--- src/rtl/deq_pkg.sv ---
// Shared types, constants and index helpers of the deque unit.
package deq_pkg;

  localparam int DEPTH = 64;
  localparam int IDX_W = (DEPTH > 1) ? $clog2(DEPTH) : 1;
  localparam int CNT_W = $clog2(DEPTH + 1);
  localparam int DATA_W = 32;

  localparam logic [IDX_W:0]   DEPTH_X  = (IDX_W + 1)'(DEPTH);
  localparam logic [IDX_W-1:0] DEPTH_M1 = IDX_W'(DEPTH - 1);
  localparam logic [CNT_W-1:0] DEPTH_C  = CNT_W'(DEPTH);

  typedef enum logic [2:0] {
    CMD_PUSH_FRONT = 3'd0,
    CMD_PUSH_REAR  = 3'd1,
    CMD_POP_FRONT  = 3'd2,
    CMD_POP_REAR   = 3'd3,
    CMD_DUMP       = 3'd4
  } cmd_t;

  typedef enum logic [1:0] {
    ST_OK    = 2'd0,
    ST_UNDER = 2'd1,
    ST_OVER  = 2'd2,
    ST_EMPTY = 2'd3
  } status_t;

  typedef enum logic {
    S_IDLE = 1'b0,
    S_DUMP = 1'b1
  } state_t;

  typedef struct packed {
    logic    push_front;
    logic    push_rear;
    logic    pop_front;
    logic    pop_rear;
    logic    dump_start;
    logic    rd_issue;
    logic    load_status;
    logic    load_rd;
    status_t status;
  } ctrl_cmd_t;

  typedef struct packed {
    logic full;
    logic empty;
    logic rd_done;
    logic rd_last;
  } dp_status_t;

  // Reduce front + offset (offset below DEPTH) into a slot index.
  function automatic logic [IDX_W-1:0] wrap_idx(input logic [IDX_W:0] sum);
    logic [IDX_W:0] d;
    d = (sum >= DEPTH_X) ? (sum - DEPTH_X) : sum;
    return d[IDX_W-1:0];
  endfunction

endpackage

--- src/rtl/double_ended_queue_unit.sv ---
// Top level of the bounded double-ended queue unit.
//
//   channel   signals                         contents
//   s_axis    tvalid tready tdata tuser       command and push value
//   m_axis    tvalid tready tdata tuser tlast result value, status, last mark
//
// Push and pop each give one result through the output register.
// A dump of N > 0 values gives N results, one per cycle while m_axis_tready is high,
// through the store's single registered read port; no input is taken then.
// Reset clears the pointers, counts and control state; the store is not cleared.
// A low m_axis_tready holds a valid output register; s_axis_tready then drops with it.
module double_ended_queue_unit (
  input  logic        clk,
  input  logic        rst,
  input  logic        s_axis_tvalid,
  output logic        s_axis_tready,
  input  logic [31:0] s_axis_tdata,   // [31:0] value_in
  input  logic [2:0]  s_axis_tuser,   // [2:0] cmd
  output logic        m_axis_tvalid,
  input  logic        m_axis_tready,
  output logic [31:0] m_axis_tdata,   // [31:0] value_out
  output logic [1:0]  m_axis_tuser,   // [1:0] status
  output logic        m_axis_tlast
);
  import deq_pkg::*;

  ctrl_cmd_t  cmd;
  dp_status_t stat;

  deq_ctrl u_ctrl (
    .clk       (clk),
    .rst       (rst),
    .in_valid  (s_axis_tvalid),
    .in_cmd    (s_axis_tuser),
    .in_ready  (s_axis_tready),
    .out_valid (m_axis_tvalid),
    .out_ready (m_axis_tready),
    .stat      (stat),
    .cmd       (cmd)
  );

  deq_datapath u_datapath (
    .clk        (clk),
    .rst        (rst),
    .cmd        (cmd),
    .value_in   (s_axis_tdata),
    .stat       (stat),
    .value_out  (m_axis_tdata),
    .status_out (m_axis_tuser),
    .last_out   (m_axis_tlast)
  );

endmodule

--- src/rtl/deq_datapath.sv ---
// Deque datapath: circular store, front and count, dump reader, output register.
module deq_datapath (
  input  logic                          clk,
  input  logic                          rst,
  input  deq_pkg::ctrl_cmd_t            cmd,
  input  logic [31:0]                   value_in,
  output deq_pkg::dp_status_t           stat,
  output logic [31:0]                   value_out,
  output logic [1:0]                    status_out,
  output logic                          last_out
);
  import deq_pkg::*;

  logic [DATA_W-1:0] mem [DEPTH];
  logic [IDX_W-1:0]  front;
  logic [CNT_W-1:0]  count;
  logic [IDX_W-1:0]  rd_ptr;
  logic [CNT_W-1:0]  rd_left;
  logic [DATA_W-1:0] rd_data;
  logic              rd_last;
  logic [IDX_W-1:0]  front_dec;
  logic [IDX_W-1:0]  rear_slot;
  logic              wr_en;
  logic [IDX_W-1:0]  wr_addr;

  assign front_dec = (front == '0) ? DEPTH_M1 : (front - IDX_W'(1));
  assign rear_slot = wrap_idx({1'b0, front} + {1'b0, count[IDX_W-1:0]});
  assign wr_en     = cmd.push_front | cmd.push_rear;
  assign wr_addr   = cmd.push_front ? front_dec : rear_slot;

  assign stat.full    = (count == DEPTH_C);
  assign stat.empty   = (count == '0);
  assign stat.rd_done = (rd_left == '0);
  assign stat.rd_last = rd_last;

  always_ff @(posedge clk) begin
    if (wr_en) begin
      mem[wr_addr] <= value_in;
    end
    if (cmd.rd_issue) begin
      rd_data <= mem[rd_ptr];
      rd_last <= (rd_left == CNT_W'(1));
    end
  end

  always_ff @(posedge clk) begin
    if (rst) begin
      front   <= '0;
      count   <= '0;
      rd_ptr  <= '0;
      rd_left <= '0;
    end else begin
      if (cmd.push_front) begin
        front <= front_dec;
        count <= count + CNT_W'(1);
      end else if (cmd.push_rear) begin
        count <= count + CNT_W'(1);
      end else if (cmd.pop_front) begin
        front <= wrap_idx({1'b0, front} + (IDX_W + 1)'(1));
        count <= count - CNT_W'(1);
      end else if (cmd.pop_rear) begin
        count <= count - CNT_W'(1);
      end
      if (cmd.dump_start) begin
        rd_ptr  <= front;
        rd_left <= count;
      end else if (cmd.rd_issue) begin
        rd_ptr  <= wrap_idx({1'b0, rd_ptr} + (IDX_W + 1)'(1));
        rd_left <= rd_left - CNT_W'(1);
      end
    end
  end

  always_ff @(posedge clk) begin
    if (cmd.load_status) begin
      value_out  <= '0;
      status_out <= cmd.status;
      last_out   <= 1'b1;
    end else if (cmd.load_rd) begin
      value_out  <= rd_data;
      status_out <= ST_OK;
      last_out   <= rd_last;
    end
  end

endmodule

--- src/rtl/deq_ctrl.sv ---
// Deque controller: command decode, dump sequencing, output handshake.
module deq_ctrl (
  input  logic                 clk,
  input  logic                 rst,
  input  logic                 in_valid,
  input  logic [2:0]           in_cmd,
  output logic                 in_ready,
  output logic                 out_valid,
  input  logic                 out_ready,
  input  deq_pkg::dp_status_t  stat,
  output deq_pkg::ctrl_cmd_t   cmd
);
  import deq_pkg::*;

  state_t state;
  state_t state_next;
  logic   rd_valid;
  logic   rd_valid_next;
  logic   out_valid_next;
  logic   out_free;
  logic   accept;

  assign out_free = !out_valid || out_ready;

  always_comb begin
    cmd      = '0;
    in_ready = 1'b0;
    accept   = 1'b0;
    case (state)
      S_IDLE: begin
        in_ready = out_free;
        accept   = in_valid && out_free;
        if (accept) begin
          case (in_cmd)
            CMD_PUSH_FRONT, CMD_PUSH_REAR: begin
              cmd.load_status = 1'b1;
              cmd.status      = stat.full ? ST_OVER : ST_OK;
              cmd.push_front  = !stat.full && (in_cmd == CMD_PUSH_FRONT);
              cmd.push_rear   = !stat.full && (in_cmd == CMD_PUSH_REAR);
            end
            CMD_POP_FRONT, CMD_POP_REAR: begin
              cmd.load_status = 1'b1;
              cmd.status      = stat.empty ? ST_UNDER : ST_OK;
              cmd.pop_front   = !stat.empty && (in_cmd == CMD_POP_FRONT);
              cmd.pop_rear    = !stat.empty && (in_cmd == CMD_POP_REAR);
            end
            CMD_DUMP: begin
              cmd.load_status = stat.empty;
              cmd.status      = ST_EMPTY;
              cmd.dump_start  = !stat.empty;
            end
            default: begin
            end
          endcase
        end
      end
      S_DUMP: begin
        cmd.load_rd  = rd_valid && out_free;
        cmd.rd_issue = !stat.rd_done && (!rd_valid || cmd.load_rd);
      end
      default: begin
      end
    endcase
  end

  always_comb begin
    state_next = state;
    case (state)
      S_IDLE: begin
        if (cmd.dump_start) begin
          state_next = S_DUMP;
        end
      end
      S_DUMP: begin
        if (cmd.load_rd && stat.rd_last) begin
          state_next = S_IDLE;
        end
      end
      default: state_next = S_IDLE;
    endcase
  end

  always_comb begin
    if (cmd.rd_issue) begin
      rd_valid_next = 1'b1;
    end else if (cmd.load_rd) begin
      rd_valid_next = 1'b0;
    end else begin
      rd_valid_next = rd_valid;
    end
    if (cmd.load_status || cmd.load_rd) begin
      out_valid_next = 1'b1;
    end else if (out_ready) begin
      out_valid_next = 1'b0;
    end else begin
      out_valid_next = out_valid;
    end
  end

  always_ff @(posedge clk) begin
    if (rst) begin
      state     <= S_IDLE;
      rd_valid  <= 1'b0;
      out_valid <= 1'b0;
    end else begin
      state     <= state_next;
      rd_valid  <= rd_valid_next;
      out_valid <= out_valid_next;
    end
  end

endmodule

--- config.mk ---
export PLATFORM = sky130hd
export DESIGN_NAME = double_ended_queue_unit
export DESIGN_NICKNAME = d
export VERILOG_FILES = /design/src/rtl/deq_pkg.sv /design/src/rtl/double_ended_queue_unit.sv /design/src/rtl/deq_datapath.sv /design/src/rtl/deq_ctrl.sv
export SDC_FILE = /design/constraint.sdc
export NUM_CORES = 2
export LEC_CHECK = 0
export ABC_CLOCK_PERIOD_IN_PS = 9600
export BUFFER_PORTS_ARGS = -buffer_cell sky130_fd_sc_hd__buf_2
export CAP_MARGIN = 40
export CORE_MARGIN = 2
export CORE_UTILIZATION = 68
export DETAILED_ROUTE_END_ITERATION = 10
export PLACE_DENSITY = 0.85
export REMOVE_ABC_BUFFERS = 1
export SYNTH_ARGS = -nofsm -noshare
export SYNTH_HDL_FRONTEND = slang
export SYNTH_HIERARCHICAL = 1
export SYNTH_SLANG_ARGS = --single-unit
--- constraint.sdc ---
create_clock -name clk -period 9.6 [get_ports clk]
set_input_delay 0 -clock clk [delete_from_list [all_inputs] [get_ports clk]]
set_output_delay 0 -clock clk [all_outputs]
set_load 0.01 [all_outputs]
==> reports/results.tsv <==
stage	metric	value	unit
run_status	status	completed	
synth	syn avg cell area	20.91	um2
cells_and_area	Layout Utilization	0.7658	
cells_and_area	layout cells sized above 1	0.2368	
cells_and_area	commonest non-fill, non-tap cells in the layout	edfxtp_1 (2,083), mux4_2 (405), mux2i_1 (310)	
timing	Final setup viols	0	
synth	Synth top area share	0.7551	
timing	max-slew violation count	0	
place	# port buffers	75	
hold_path	Min-Delay Path Class	in -> reg	
timing	Max Freq	211.8	MHz
clocking	CTS tree	yes	
floorplanning	CORE AREA	121400	um2
synth	Async SR Flop Fraction	0	
timing	part of the cycle the worst path needs	0.4917	
grt	GR Overflow Total	0	
clocking	Clk Latency, worst-skew pair	0.84	ns
synth	Post-synth top flop	edfxtp_1	
synth	post-synthesis sequential area ratio	0.7701	
grt	first-pass GRT wire length	338800	um
floorplanning	FP Rows	128	
drt	DR iter-0 viols	8094	
drt	total number of vias	46024	
synth	Ys Warns	6	
cells_and_area	Non-Filler Instances	6014	
grt	vias in the first global route	46055	
critical_path	crit start category	flip-flop	
synth	EDFF count, synth	2083	
drt	Antenna Nets Post-Route	0	
clocking	CTS Buffer Depth	3	
critical_path	critical path endpoint category	flip-flop	
cells_and_area	Fill cells	5862	
clocking	H-tree Lvls	4	
clocking	Root Buffer	clkbuf_16	
synth	Seq cells post-synth	2145	
timing	Slew headroom	0.2446	
clocking	CTS resizes	0	
floorplanning	die width	353.0	um
clocking	Sink Count	2145	
timing	fin crit period	4.720	ns
place	placed cell areas	86280	um2
timing	Worst-Margin Slew	1.121	ns
timing	Hold Vio Cnt, Final	0	
cells_and_area	NumNets Final	4274	
drt	routed wire length	240300	um
cells_and_area	commonest non-fill, non-tap cell in the layout	edfxtp_1	
clocking	cts bufs inserted	199	
critical_path	Setup Crit Path Kind	reg -> reg	
timing	unrepaired setup endpoints after global routing	false	
drt	Routed WL per cell	39.95	um
synth	Mapped Area	82840	um2
run	# Max-Cap Violations	0	
floorplanning	Die Outline Area	124600	um2
synth	Yosys cell types	72	
critical_path	critical-path maximum fanout	32	
place	placed insts	5600	
drt	vias per cell	7.653	
place	Final GP Congestion	0.8962	
cells_and_area	Layout area overhead	12.22	%
floorplanning	# IOs	76	
pwr	Pwr Density	203.8	nW/um2
cells_and_area	fin area	92960	um2
drt	drt drc	0	
pwr	Tot Pwr	18.94	mW
grt	gr usage total	0.3905	
synth	Synth area leaders	edfxtp_1 (76%), mux4_2 (11%), mux2i_1 (3.7%), dfxtp_1 (1.5%), a211oi_1 (0.64%)	
critical_path	required time of the worst setup path	10.04	ns
grt	initial antenna violation count	8	
place	dpl hpwl	118300	um
floorplanning	overall die height	353.0	um
timing	Min Hold Slack	0.04279	ns
synth	cell taking the most area after synthesis	edfxtp_1	
clocking	clock transition at the registers of the reported paths	0.06	ns
drt	DRT Pass-1 Iters	7	
floorplanning	Initial Util	0.6824	
critical_path	CP arrival	5.16	ns
synth	instance count of the mapped netlist	3962	
grt	largest net degree at the start of global routing	152	
pwr	maximum VDD drop	0.0002087	V
timing	Clock Skews	0.03347	ns
pwr	Pleak	28.30	nW
kinds of logic (layout without fill, tap and decap cells):
logic type,after synthesis,in the layout,share of synthesized area
AOI/OAI and AO/OA,440,440,0.03820
muxes,732,732,0.1499
adders and majority gates,15,15,0.002356
DFF,2145,2145,0.7701
buffers and inverters,250,671,0.01539
xor gates and xnor gates,25,25,0.002643
other,0,6,0
and+or+nand+nor,355,355,0.02143
cell usage after synthesis, drive strengths merged, types with 6 or more instances:
| cell type | n |
|---|---|
| xor2 | 14 |
| o221ai | 37 |
| nand4 | 14 |
| nor4 | 6 |
| a21oi | 57 |
| a22oi | 51 |
| nand2b | 11 |
| nor2 | 112 |
| xnor2 | 11 |
| ha | 14 |
| o21ai | 45 |
| mux2 | 17 |
| clkbuf | 86 |
| a22o | 28 |
| o22a | 6 |
| edfxtp | 2083 |
| a211oi | 72 |
| a211o | 15 |
| nand2 | 43 |
| mux2i | 310 |
| dfxtp | 62 |
| nor3 | 81 |
| a221oi | 12 |
| o22ai | 62 |
| buf | 148 |
| nand3 | 19 |
| mux4 | 405 |
| and2 | 11 |
| nand3b | 7 |
| inv | 16 |
| a2111oi | 12 |
| nor2b | 19 |
timing repair:
| action | 4_1_cts | 5_1_grt |
|---|---|---|
| hold buffers | 40 | 0 |
| setup buffers | 0 | 0 |
| endpoints found under the hold margin | 2093 | 0 |
worst max-delay path: stages, from the launching register on:
cell     delay [ns]
dfxtp_1        0.45
inv_1          0.15
ha_1           0.21
nand2_1        0.08
nor2_1         0.07
or3_1          0.32
nor3_2         0.12
buf_4          0.32
inv_1          0.29
a21o_1         0.31
o21ai_1        0.29
nand4_1        0.62
nor3_2         0.39
buf_4          0.64
final cells by class:
class | instances | area (um2) | area share
clock inverters | 97 | 782.0 | 0.008412
inverters | 16 | 60.06 | 0.0006461
multi-input cells | 1567 | 18160 | 0.1953
well taps | 1625 | 2033 | 0.02187
repair buffers | 291 | 2650 | 0.02851
clock buffers | 267 | 5453 | 0.05866
diodes | 6 | 15.01 | 0.0001615
flip-flops and latches | 2145 | 63810 | 0.6864
flip-flops by register name, summed over array words and instances, names as in the netlist:
register	flops
u_datapath/mem	2048
u_datapath/rd_data	32
u_datapath/value_out	32
u_datapath/count	7
u_datapath/rd_left	7
u_datapath/front	6
u_datapath/rd_ptr	6
u_datapath/status_out	2
u_ctrl/out_valid	1
u_ctrl/rd_valid	1
u_ctrl/state	1
u_datapath/last_out	1
u_datapath/rd_last	1
path summary, 6_finish.rpt:
path / start / to / slack, ns / cells past startpoint
max: u_datapath/count[1] / u_datapath/mem[57][30] / 4.88 / 13
min: s_axis_tdata[23] / u_datapath/mem[55][23] / 0.04 / 2
max reg2reg: u_datapath/count[1] / u_datapath/mem[57][30] / 4.88 / 13
min reg2reg: u_datapath/value_out[5] / u_datapath/value_out[5] / 0.49 / 2
layer usage:
layer | vias to the layer above | GRT usage | wire, um
met2 | 4952 | 0.5947 | 112100
met5 | - | 0 | 45
li1 | 17117 | - | -
met4 | 6 | 0.2564 | 19100
met1 | 22871 | 0.4914 | 72540
met3 | 1078 | 0.1236 | 36500
per-stage QoR:
stage               setup WS, ns  setup TNS [ns]
floorplan                 -14.99         -527.08
global placement           4.741               0
detailed placement         4.967               0
CTS                        4.974               0
global route               4.705               0
finish                     4.880               0
power breakdown:
| part | switching (mW) | internal (mW) | leakage [nW] | total, mW |
|---|---|---|---|---|
| sequential | 0.0319 | 10.3 | 19.2 | 10.3 |
| clock | 3.46 | 4.27 | 3.05 | 7.73 |
| combinational | 0.561 | 0.326 | 6.02 | 0.887 |
Power figures use the tool's default switching activity.
